[src/rtl/rbc_pkg.sv]
// package for the reconnect backoff controller
// holds field widths, event and status codes, register map and shared struct types
// no dependencies
`default_nettype none

package rbc_pkg;

    localparam int FUNC_W   = 3;
    localparam int REASON_W = 4;
    localparam int STATUS_W = 2;
    localparam int COUNT_W  = 16;
    localparam int DELAY_W  = 48;
    localparam int TIME_W   = 64;
    localparam int APB_DW   = 64;
    localparam int APB_AW   = 5;

    localparam logic [DELAY_W-1:0] INIT_DELAY_RST = 48'd500000000;
    localparam logic [DELAY_W-1:0] DELAY_CAP_RST  = 48'd5000000000;
    localparam logic [COUNT_W-1:0] LIMIT_RST      = 16'd0;
    localparam logic [COUNT_W-1:0] COUNT_MAX      = 16'hFFFF;

    typedef enum logic [FUNC_W-1:0] {
        FUNC_POLL    = 3'd0,
        FUNC_OPEN    = 3'd1,
        FUNC_REQUEST = 3'd2,
        FUNC_ATTEMPT = 3'd3,
        FUNC_SUCCESS = 3'd4,
        FUNC_FAILURE = 3'd5,
        FUNC_DISABLE = 3'd6,
        FUNC_RESET   = 3'd7
    } func_t;

    typedef enum logic [STATUS_W-1:0] {
        STATUS_IDLE         = 2'd0,
        STATUS_REQUESTED    = 2'd1,
        STATUS_RECONNECTING = 2'd2,
        STATUS_DISABLED     = 2'd3
    } status_t;

    // register index, taken from paddr[4:3]
    typedef enum logic [1:0] {
        REG_INITIAL_DELAY = 2'd0,
        REG_DELAY_CAP     = 2'd1,
        REG_ATTEMPT_LIMIT = 2'd2,
        REG_UNUSED        = 2'd3
    } reg_idx_t;

    typedef struct packed {
        logic [DELAY_W-1:0] initial_delay;
        logic [DELAY_W-1:0] delay_cap;
        logic [COUNT_W-1:0] attempt_limit;
    } cfg_t;

    typedef struct packed {
        logic [FUNC_W-1:0]   func;
        logic [TIME_W-1:0]   now;
        logic [REASON_W-1:0] reason_code;
    } event_t;

    typedef struct packed {
        logic                go;
        logic [STATUS_W-1:0] status;
        logic [REASON_W-1:0] cause;
        logic [COUNT_W-1:0]  attempts;
        logic [DELAY_W-1:0]  delay_now;
        logic [TIME_W-1:0]   session_id;
        logic [TIME_W-1:0]   recoveries;
        logic [TIME_W-1:0]   request_time;
        logic [TIME_W-1:0]   attempt_time;
        logic [TIME_W-1:0]   success_time;
    } result_t;

endpackage

`default_nettype wire

[src/rtl/rbc_if.sv]
// valid/ready channel interfaces for events in and results out
// depends on rbc_pkg
`default_nettype none

interface rbc_event_if
    import rbc_pkg::*;
();
    logic                valid;
    logic                ready;
    logic [FUNC_W-1:0]   func;
    logic [TIME_W-1:0]   now;
    logic [REASON_W-1:0] reason_code;

    modport source (output valid, func, now, reason_code, input ready);
    modport sink   (input valid, func, now, reason_code, output ready);
endinterface

interface rbc_result_if
    import rbc_pkg::*;
();
    logic                valid;
    logic                ready;
    logic                go;
    logic [STATUS_W-1:0] status;
    logic [REASON_W-1:0] cause;
    logic [COUNT_W-1:0]  attempts;
    logic [DELAY_W-1:0]  delay_now;
    logic [TIME_W-1:0]   session_id;
    logic [TIME_W-1:0]   recoveries;
    logic [TIME_W-1:0]   request_time;
    logic [TIME_W-1:0]   attempt_time;
    logic [TIME_W-1:0]   success_time;

    modport source (output valid, go, status, cause, attempts, delay_now, session_id,
                    recoveries, request_time, attempt_time, success_time, input ready);
    modport sink   (input valid, go, status, cause, attempts, delay_now, session_id,
                    recoveries, request_time, attempt_time, success_time, output ready);
endinterface

`default_nettype wire

[src/rtl/rbc_apb_regs.sv]
// apb configuration registers: initial delay, delay cap, attempt limit
// depends on rbc_pkg
`default_nettype none

module rbc_apb_regs
    import rbc_pkg::*;
(
    input  wire logic              clk,
    input  wire logic              rst_n,
    input  wire logic              psel,
    input  wire logic              penable,
    input  wire logic              pwrite,
    input  wire logic [APB_AW-1:0] paddr,
    input  wire logic [APB_DW-1:0] pwdata,
    output logic      [APB_DW-1:0] prdata,
    output logic                   pready,
    output cfg_t                   cfg
);

    logic [DELAY_W-1:0] init_delay_reg;
    logic [DELAY_W-1:0] delay_cap_reg;
    logic [COUNT_W-1:0] limit_reg;
    logic               wr_en;
    reg_idx_t           idx;

    assign pready = 1'b1;
    assign wr_en  = psel && penable && pwrite && pready;
    assign idx    = reg_idx_t'(paddr[4:3]);

    always_ff @(posedge clk or negedge rst_n)
    begin
        if (!rst_n)
        begin
            init_delay_reg <= INIT_DELAY_RST;
            delay_cap_reg  <= DELAY_CAP_RST;
            limit_reg      <= LIMIT_RST;
        end
        else if (wr_en)
        begin
            unique case (idx)
                REG_INITIAL_DELAY: init_delay_reg <= pwdata[DELAY_W-1:0];
                REG_DELAY_CAP:     delay_cap_reg  <= pwdata[DELAY_W-1:0];
                REG_ATTEMPT_LIMIT: limit_reg      <= pwdata[COUNT_W-1:0];
                REG_UNUSED:        ;
            endcase
        end
    end

    always_comb
    begin
        unique case (idx)
            REG_INITIAL_DELAY: prdata = {{(APB_DW-DELAY_W){1'b0}}, init_delay_reg};
            REG_DELAY_CAP:     prdata = {{(APB_DW-DELAY_W){1'b0}}, delay_cap_reg};
            REG_ATTEMPT_LIMIT: prdata = {{(APB_DW-COUNT_W){1'b0}}, limit_reg};
            REG_UNUSED:        prdata = '0;
        endcase
    end

    assign cfg.initial_delay = init_delay_reg;
    assign cfg.delay_cap     = delay_cap_reg;
    assign cfg.attempt_limit = limit_reg;

endmodule

`default_nettype wire

[src/rtl/rbc_core.sv]
// controller state, per-event update and go decision, one event per enabled cycle
// depends on rbc_pkg
`default_nettype none

module rbc_core
    import rbc_pkg::*;
(
    input  wire logic   clk,
    input  wire logic   rst_n,
    input  wire logic   step_en,
    input  wire event_t evt,
    input  wire cfg_t   cfg,
    output result_t     res
);

    logic                requested_reg, requested_next;
    logic                busy_reg,      busy_next;
    logic                off_reg,       off_next;
    logic [REASON_W-1:0] reason_reg,    reason_next;
    logic [COUNT_W-1:0]  attempts_reg,  attempts_next;
    logic [DELAY_W-1:0]  delay_reg,     delay_next;
    logic [TIME_W-1:0]   req_time_reg,  req_time_next;
    logic [TIME_W-1:0]   att_time_reg,  att_time_next;
    logic [TIME_W-1:0]   suc_time_reg,  suc_time_next;
    logic [TIME_W-1:0]   sessions_reg,  sessions_next;
    logic [TIME_W-1:0]   recov_reg,     recov_next;

    func_t               op;
    logic [DELAY_W-1:0]  eff_max;
    logic [DELAY_W-1:0]  doubled;
    logic                limit_cur;
    logic                limit_new;
    logic [TIME_W-1:0]   base;
    logic [TIME_W-1:0]   elapsed;
    status_t             status;

    assign op        = func_t'(evt.func);
    assign eff_max   = (cfg.delay_cap < cfg.initial_delay) ? cfg.initial_delay : cfg.delay_cap;
    // below half the ceiling the top bit is clear, so the shift cannot overflow
    assign doubled   = (delay_reg > (eff_max >> 1)) ? eff_max : {delay_reg[DELAY_W-2:0], 1'b0};
    assign limit_cur = (cfg.attempt_limit != '0) && (attempts_reg >= cfg.attempt_limit);

    always_comb
    begin
        requested_next = requested_reg;
        busy_next      = busy_reg;
        off_next       = off_reg;
        reason_next    = reason_reg;
        attempts_next  = attempts_reg;
        delay_next     = delay_reg;
        req_time_next  = req_time_reg;
        att_time_next  = att_time_reg;
        suc_time_next  = suc_time_reg;
        sessions_next  = sessions_reg;
        recov_next     = recov_reg;
        unique case (op) inside
            FUNC_POLL: ;
            FUNC_OPEN, FUNC_SUCCESS:
            begin
                if (op == FUNC_SUCCESS)
                begin
                    recov_next = recov_reg + 1'b1;
                end
                sessions_next  = sessions_reg + 1'b1;
                requested_next = 1'b0;
                busy_next      = 1'b0;
                off_next       = 1'b0;
                reason_next    = '0;
                attempts_next  = '0;
                delay_next     = cfg.initial_delay;
                suc_time_next  = evt.now;
            end
            FUNC_REQUEST:
            begin
                if (!off_reg && !requested_reg && !busy_reg)
                begin
                    requested_next = 1'b1;
                    req_time_next  = evt.now;
                    reason_next    = evt.reason_code;
                end
            end
            FUNC_ATTEMPT:
            begin
                if (!off_reg)
                begin
                    busy_next     = 1'b1;
                    att_time_next = evt.now;
                    if (attempts_reg != COUNT_MAX)
                    begin
                        attempts_next = attempts_reg + 1'b1;
                    end
                end
            end
            FUNC_FAILURE:
            begin
                busy_next = 1'b0;
                if (limit_cur)
                begin
                    off_next       = 1'b1;
                    requested_next = 1'b0;
                end
                else
                begin
                    requested_next = 1'b1;
                    delay_next     = doubled;
                end
            end
            FUNC_DISABLE:
            begin
                off_next       = 1'b1;
                requested_next = 1'b0;
                busy_next      = 1'b0;
            end
            FUNC_RESET:
            begin
                requested_next = 1'b0;
                busy_next      = 1'b0;
                off_next       = 1'b0;
                reason_next    = '0;
                attempts_next  = '0;
                delay_next     = cfg.initial_delay;
                req_time_next  = '0;
                att_time_next  = '0;
            end
        endcase
    end

    // go is judged on the updated state at the event's own timestamp
    // an attempt stamped at zero looks like no attempt, so the request stamp is the base
    assign limit_new = (cfg.attempt_limit != '0) && (attempts_next >= cfg.attempt_limit);
    assign base      = (att_time_next == '0) ? req_time_next : att_time_next;
    assign elapsed   = evt.now - base;

    always_comb
    begin
        if (off_next)
        begin
            status = STATUS_DISABLED;
        end
        else if (busy_next)
        begin
            status = STATUS_RECONNECTING;
        end
        else if (requested_next)
        begin
            status = STATUS_REQUESTED;
        end
        else
        begin
            status = STATUS_IDLE;
        end
    end

    assign res.go           = !off_next && requested_next && !busy_next && !limit_new
                              && (evt.now >= base)
                              && (elapsed >= {{(TIME_W-DELAY_W){1'b0}}, delay_next});
    assign res.status       = status;
    assign res.cause        = reason_next;
    assign res.attempts     = attempts_next;
    assign res.delay_now    = delay_next;
    assign res.session_id   = sessions_next;
    assign res.recoveries   = recov_next;
    assign res.request_time = req_time_next;
    assign res.attempt_time = att_time_next;
    assign res.success_time = suc_time_next;

    always_ff @(posedge clk or negedge rst_n)
    begin
        if (!rst_n)
        begin
            requested_reg <= 1'b0;
            busy_reg      <= 1'b0;
            off_reg       <= 1'b0;
            reason_reg    <= '0;
            attempts_reg  <= '0;
            delay_reg     <= INIT_DELAY_RST;
            req_time_reg  <= '0;
            att_time_reg  <= '0;
            suc_time_reg  <= '0;
            sessions_reg  <= '0;
            recov_reg     <= '0;
        end
        else if (step_en)
        begin
            requested_reg <= requested_next;
            busy_reg      <= busy_next;
            off_reg       <= off_next;
            reason_reg    <= reason_next;
            attempts_reg  <= attempts_next;
            delay_reg     <= delay_next;
            req_time_reg  <= req_time_next;
            att_time_reg  <= att_time_next;
            suc_time_reg  <= suc_time_next;
            sessions_reg  <= sessions_next;
            recov_reg     <= recov_next;
        end
    end

`ifndef NO_ASSERTIONS
    a_off_excludes_busy: assert property (@(posedge clk) disable iff (!rst_n)
        off_reg |-> !busy_reg)
        else $error("disabled state with an attempt still active");

    a_attempt_sets_busy: assert property (@(posedge clk) disable iff (!rst_n)
        (step_en && (op == FUNC_ATTEMPT) && !off_reg) |=> busy_reg)
        else $error("accepted attempt did not mark the controller busy");

    a_off_cause: assert property (@(posedge clk) disable iff (!rst_n)
        $rose(off_reg) |-> ($past(step_en)
            && (($past(op) == FUNC_DISABLE) || ($past(op) == FUNC_FAILURE))))
        else $error("disabled state entered without disable or failure event");

    a_go_only_when_waiting: assert property (@(posedge clk) disable iff (!rst_n)
        (step_en && res.go) |=> (requested_reg && !busy_reg && !off_reg))
        else $error("go raised while not waiting on a request");
`endif

endmodule

`default_nettype wire

[src/rtl/reconnect_backoff_controller.sv]
// top level of the reconnect backoff controller: event input stage, core, result stage
// depends on rbc_pkg, rbc_if, rbc_apb_regs, rbc_core
//
//   port        dir    protocol     payload
//   evt         in     valid/ready  func, now, reason_code
//   res         out    valid/ready  go, status, cause, attempts, delay_now, counters, stamps
//   apb (p*)    in     apb write    initial_delay @0x00, delay cap @0x08, attempt_limit @0x10
//
// one event per cycle sustained unless res.ready stalls the result register; an accepted event
// passes the event register, then the state update and go compare into the result register
// the state update and the 64-bit elapsed-time compare are done in the same cycle
// a stalled result holds the event register; no clearing pass after reset
`default_nettype none

module reconnect_backoff_controller
    import rbc_pkg::*;
(
    input  wire logic              clk,
    input  wire logic              rst_n,
    rbc_event_if.sink              evt,
    rbc_result_if.source           res,
    input  wire logic              psel,
    input  wire logic              penable,
    input  wire logic              pwrite,
    input  wire logic [APB_AW-1:0] paddr,
    input  wire logic [APB_DW-1:0] pwdata,
    output logic      [APB_DW-1:0] prdata,
    output logic                   pready
);

    cfg_t    cfg;
    event_t  in_data_reg;
    logic    in_valid_reg;
    result_t out_data_reg;
    logic    out_valid_reg;
    result_t step_res;
    logic    advance;
    logic    step_en;

    rbc_apb_regs u_regs (
        .clk     (clk),
        .rst_n   (rst_n),
        .psel    (psel),
        .penable (penable),
        .pwrite  (pwrite),
        .paddr   (paddr),
        .pwdata  (pwdata),
        .prdata  (prdata),
        .pready  (pready),
        .cfg     (cfg)
    );

    rbc_core u_core (
        .clk     (clk),
        .rst_n   (rst_n),
        .step_en (step_en),
        .evt     (in_data_reg),
        .cfg     (cfg),
        .res     (step_res)
    );

    assign advance   = !out_valid_reg || res.ready;
    assign step_en   = in_valid_reg && advance;
    assign evt.ready = !in_valid_reg || advance;

    always_ff @(posedge clk or negedge rst_n)
    begin
        if (!rst_n)
        begin
            in_valid_reg  <= 1'b0;
            out_valid_reg <= 1'b0;
        end
        else
        begin
            if (evt.ready)
            begin
                in_valid_reg <= evt.valid;
            end
            if (advance)
            begin
                out_valid_reg <= in_valid_reg;
            end
        end
    end

    always_ff @(posedge clk)
    begin
        if (evt.valid && evt.ready)
        begin
            in_data_reg.func        <= evt.func;
            in_data_reg.now         <= evt.now;
            in_data_reg.reason_code <= evt.reason_code;
        end
        if (step_en)
        begin
            out_data_reg <= step_res;
        end
    end

    assign res.valid        = out_valid_reg;
    assign res.go           = out_data_reg.go;
    assign res.status       = out_data_reg.status;
    assign res.cause        = out_data_reg.cause;
    assign res.attempts     = out_data_reg.attempts;
    assign res.delay_now    = out_data_reg.delay_now;
    assign res.session_id   = out_data_reg.session_id;
    assign res.recoveries   = out_data_reg.recoveries;
    assign res.request_time = out_data_reg.request_time;
    assign res.attempt_time = out_data_reg.attempt_time;
    assign res.success_time = out_data_reg.success_time;

endmodule

`default_nettype wire

[src/flat_wrapper.sv]
// flat-port wrapper written by rule: the top's interface ports become plain ports
module reconnect_backoff_controller_flat import rbc_pkg::*;
  (clk, rst_n, psel, penable, pwrite, paddr, pwdata, prdata, pready, evt_valid, evt_func, evt_now, evt_reason_code, evt_ready, res_valid, res_go, res_status, res_cause, res_attempts, res_delay_now, res_session_id, res_recoveries, res_request_time, res_attempt_time, res_success_time, res_ready);
  rbc_event_if evt_i ();
  rbc_result_if res_i ();
  input  wire logic clk;
  input  wire logic rst_n;
  input  wire logic psel;
  input  wire logic penable;
  input  wire logic pwrite;
  input  wire logic [APB_AW-1:0] paddr;
  input  wire logic [APB_DW-1:0] pwdata;
  output logic      [APB_DW-1:0] prdata;
  output logic pready;
  input wire logic [$bits(evt_i.valid)-1:0] evt_valid;
  input wire logic [$bits(evt_i.func)-1:0] evt_func;
  input wire logic [$bits(evt_i.now)-1:0] evt_now;
  input wire logic [$bits(evt_i.reason_code)-1:0] evt_reason_code;
  output wire logic [$bits(evt_i.ready)-1:0] evt_ready;
  output wire logic [$bits(res_i.valid)-1:0] res_valid;
  output wire logic [$bits(res_i.go)-1:0] res_go;
  output wire logic [$bits(res_i.status)-1:0] res_status;
  output wire logic [$bits(res_i.cause)-1:0] res_cause;
  output wire logic [$bits(res_i.attempts)-1:0] res_attempts;
  output wire logic [$bits(res_i.delay_now)-1:0] res_delay_now;
  output wire logic [$bits(res_i.session_id)-1:0] res_session_id;
  output wire logic [$bits(res_i.recoveries)-1:0] res_recoveries;
  output wire logic [$bits(res_i.request_time)-1:0] res_request_time;
  output wire logic [$bits(res_i.attempt_time)-1:0] res_attempt_time;
  output wire logic [$bits(res_i.success_time)-1:0] res_success_time;
  input wire logic [$bits(res_i.ready)-1:0] res_ready;
  assign evt_i.valid = evt_valid;
  assign evt_i.func = evt_func;
  assign evt_i.now = evt_now;
  assign evt_i.reason_code = evt_reason_code;
  assign evt_ready = evt_i.ready;
  assign res_valid = res_i.valid;
  assign res_go = res_i.go;
  assign res_status = res_i.status;
  assign res_cause = res_i.cause;
  assign res_attempts = res_i.attempts;
  assign res_delay_now = res_i.delay_now;
  assign res_session_id = res_i.session_id;
  assign res_recoveries = res_i.recoveries;
  assign res_request_time = res_i.request_time;
  assign res_attempt_time = res_i.attempt_time;
  assign res_success_time = res_i.success_time;
  assign res_i.ready = res_ready;
  reconnect_backoff_controller u_core (.clk(clk), .rst_n(rst_n), .evt(evt_i), .res(res_i), .psel(psel), .penable(penable), .pwrite(pwrite), .paddr(paddr), .pwdata(pwdata), .prdata(prdata), .pready(pready));
endmodule
[config.mk]
export PLATFORM = sky130hd
export DESIGN_NAME = reconnect_backoff_controller_flat
export DESIGN_NICKNAME = d
export VERILOG_FILES = /design/src/rtl/rbc_pkg.sv /design/src/rtl/rbc_if.sv /design/src/rtl/rbc_apb_regs.sv /design/src/rtl/rbc_core.sv /design/src/rtl/reconnect_backoff_controller.sv /design/src/flat_wrapper.sv
export SDC_FILE = /design/constraint.sdc
export NUM_CORES = 2
export LEC_CHECK = 0
export BUFFER_PORTS_ARGS = -buffer_cell sky130_fd_sc_hd__buf_2
export CAP_MARGIN = 20
export CORE_MARGIN = 1.5
export CORE_UTILIZATION = 60
export CTS_BUF_LIST = sky130_fd_sc_hd__clkbuf_8
export DETAILED_ROUTE_END_ITERATION = 12
export PLACE_DENSITY = 0.92
export SETUP_SLACK_MARGIN = 0.05
export SLEW_MARGIN = 20
export SYNTH_ARGS = -nofsm -noshare
export SYNTH_HDL_FRONTEND = slang
export SYNTH_HIERARCHICAL = 1
export SYNTH_SLANG_ARGS = --single-unit
[constraint.sdc]
create_clock -name clk -period 33.7 [get_ports clk]
set_input_delay 0 -clock clk [delete_from_list [all_inputs] [get_ports clk]]
set_output_delay 0 -clock clk [all_outputs]
set_load 0.02 [all_outputs]
==> key figures <==
Status
  – Status: finished, final reports clean

Worst setup path
  – Top cell family by delay on the critical path: simple AND/OR/NAND/NOR gates
  – Critical path origin: u_core/in_data_reg[69]
  – Worst r2r src: u_core/in_data_reg[69]
  – Crit path kind: flip-flop to flip-flop
  – Slowest stage delay, CP: 0.88 ns
  – Critical path depth: 30
  – Worst R2R End: u_core/res.go
  – Cell mode on critical path: nand4_1
  – Worst setup SP type: flip-flop
  – Critical path endpoint category: flip-flop
  – Crit path max fanout: 42
  – Setup crit end: u_core/res.go
  – Reg2Reg Setup Slack: 22.84 ns
  – CP Buf/Inv Count: 3
  – R2R cell count: 30
  – Worst endpoint required time: 34.39 ns
  – Worst-path cell with the longest stage delay: edfxtp_1
  – Crit path DAT: 11.55 ns

Final layout
  – Largest register FFs: 71
  – Layout fillers: 5,430
  – Footprint of the multi-input gates: 23,300 sq um
  – Layout net count: 5,917
  – Fin util: 0.717
  – Area grow syn2layout: 18.2%
  – Share of cells above drive strength 1: 0.217
  – FF/Latch Area: 26,600 sq um

Timing
  – Final Cycle Share: 0.322
  – Final worst path period need: 10.86 ns
  – Hold WS: 0.127 ns
  – Max-slew violations: 0
  – Slew @ Worst Pin: 1.11 ns
  – Setup-failing EPs final: 0
  – Peak Freq: 92.1 MHz
  – Fin. Hold Viols: 0
  – Slew headroom: 0.258
  – Unrepaired setup endpoints after global routing: false
  – Setup Skew: 0.0881 ns
  – Final setup TNS: 0 ns

Floorplan
  – Die Ht: 297 microns
  – # IOs: 605
  – Core Rows: 107
  – Initial Util: 0.606
  – Die width: 297 microns
  – Core ar.: 85,400 sq um
  – Die ar.: 88,100 sq um

Synthesis
  – Netlist cell types: 87
  – Share of flip-flops with an asynchronous set or reset: 0.522
  – Mapped cell area: 51,800 sq um
  – Seq/Total Area, Yosys: 0.513
  – Number of synthesized flops with an enable pin: 462
  – Cells after Synth: 4,759
  – Top cell type's share of synthesized area: 0.268
  – Synth Flop Type: dfrtp_1
  – Yosys warns: 6
  – Largest area contributor in the netlist: edfxtp_1
  – Syn avg cell area: 10.9 sq um
  – Yosys reg bits: 967
  – Area contributors post-synth: edfxtp_1 (27%), dfrtp_1 (23%), mux2_2 (6.3%)

GRT
  – First-pass GRT wire length: 270,000 microns
  – Total track usage: 0.399
  – GRT overflow: 0
  – Initial antenna violation count: 14
  – Vias in the first global route: 44.8k
  – Largest net degree at the start of global routing: 170

Drt
  – Initial drt markers: 6,036
  – Drc violations: 0
  – WL per Instance: 26.3 microns
  – Routed Antenna Nets: 0
  – Final WL: 179,000 microns
  – Vias post-DR: 44.6k
  – DR vias/cell: 6.54
  – Pre-Repair DR Iteration Count: 10

Power and ir drop
  – Leakage power: 27.5 nW
  – P per Cell Area: 72.1 nW/um^2
  – Total power: 4.42 mW
  – VDD IR max: 0.0473 mV

Clocking
  – Reg clk slew, reported paths: 0.08 ns
  – Clock Path Buffers: 3
  – Cts bufs inserted: 158
  – Post-cts sizing count: 0
  – H-tree depth: 4
  – CTS Root Cell: clkbuf_8
  – CTS tree: built
  – Clock latency on the worst-skew pair: 0.87 ns
  – Post-CTS Setup Bufs: 0
  – Sinks on Clock Net: 967

Hold path
  – Hold_sp: psel
  – Hold Crit Class: input port to flip-flop

Place
  – I/O Buffers: 568
  – Dpl hpwl: 111,000 microns
  – GP Congestion: 0.965

Run
  – Max-Cap Viols: 0
[timing repair]
| item | in CTS | in global routing |
|---|---|---|
| hold buffers | 250 | 0 |
| endpoints found under the hold margin | 637 | 0 |
| setup endpoints to repair | 0 | 0 |
[Yosys cell counts (all sizes together), types with 64 or more instances]
cell	n
a21o	121
nand3	88
nor2b	67
o21ai	184
ha	241
a22oi	130
a21oi	276
nand4	112
nand2	363
xnor2	180
and2	64
dfrtp	468
xor2	131
clkbuf	204
mux2	311
edfxtp	462
nor2	443
inv	264
a221o	96
[cell usage in the layout, fill, tap and decap left out, drive strengths merged, types with 67 or more instances in the layout]
master       synthesis  routed
nand3               88      88
nor2b               67      67
dlygate4sd3          0     249
dfrtp              468     468
edfxtp             462     462
a21o               121     121
nor2               443     443
mux2               311     311
clkbuf             204     190
nand2              363     363
o21ai              184     184
inv                264     324
buf                 62     610
a21oi              276     276
a22oi              130     130
ha                 241     241
xnor2              180     180
a221o               96      96
nand4              112     112
xor2               131     131
[worst min-delay path by stage]
stage          slack [ns]  cells past startpoint                                to
2_1_floorplan       -0.30                      0               u_core/in_valid_reg
4_1_cts              0.03                      5   u_core/u_regs/init_delay_reg[7]
3_5_place_dp         0.02                      1     u_core/u_core/attempts_reg[4]
5_1_grt              0.12                      5  u_core/u_regs/init_delay_reg[47]
3_3_place_gp         0.02                      1     u_core/u_core/attempts_reg[4]
6_report             0.13                      5   u_core/u_regs/init_delay_reg[6]
[cells by family (layout without fill, tap and decap cells)]
family / Yosys count / in the layout / synth area share
other: 2 / 22 / 0.000145
buffers and inverters: 530 / 1420 / 0.0408
xor gates and xnor gates: 311 / 311 / 0.0527
AOI/OAI and AO/OA: 1006 / 1006 / 0.131
and+or+nand+nor: 1333 / 1333 / 0.124
adders and majority gates: 243 / 243 / 0.0590
DFF: 967 / 967 / 0.513
muxes: 367 / 367 / 0.0799
[per-layer routing]
layer	global-route usage	up-vias	routed length, microns
li1	-	18771	-
met1	0.458	21291	61600
met2	0.635	3492	83700
met3	0.109	1017	18900
met4	0.307	12	15200
met5	0	-	73
[worst register-to-register path: cells and delay by family (launching register included)]
family	cells	cell delay, ns
simple gates	13	4.38
compound gates	10	3.30
buf+inv	3	1.14
fa+ha+maj	3	0.92
flops	1	0.88
xor+xnor	1	0.11
[where the power goes]
part           total [mW]  internal [mW]  switching, mW
clock                1.09          0.550          0.538
combinational        1.62          0.616           1.00
sequential           1.71           1.51          0.202
total                4.42           2.67           1.74
[per-stage QoR]
stage          instances  instance area, sq um  setup WS [ns]
2_1_floorplan       4774                 51900          22.14
3_3_place_gp        6261                 55400          23.08
3_5_place_dp        6261                 55400          22.99
4_1_cts             6808                 61200          22.94
5_1_grt             6813                 61200          22.39
6_report            6813                 61200          22.84
[area by class of cell]
| type | instances | share of cell area |
|---|---|---|
| inverter | 264 | 0.0162 |
| timing repair buffer | 859 | 0.0932 |
| tap | 1144 | 0.0234 |
| clock inverter | 107 | 0.0105 |
| sequential | 967 | 0.434 |
| antenna | 5 | 0.000204 |
| multi-input combinational | 3277 | 0.380 |
| clock buffer | 190 | 0.0427 |
Power figures use the tool's default switching activity.
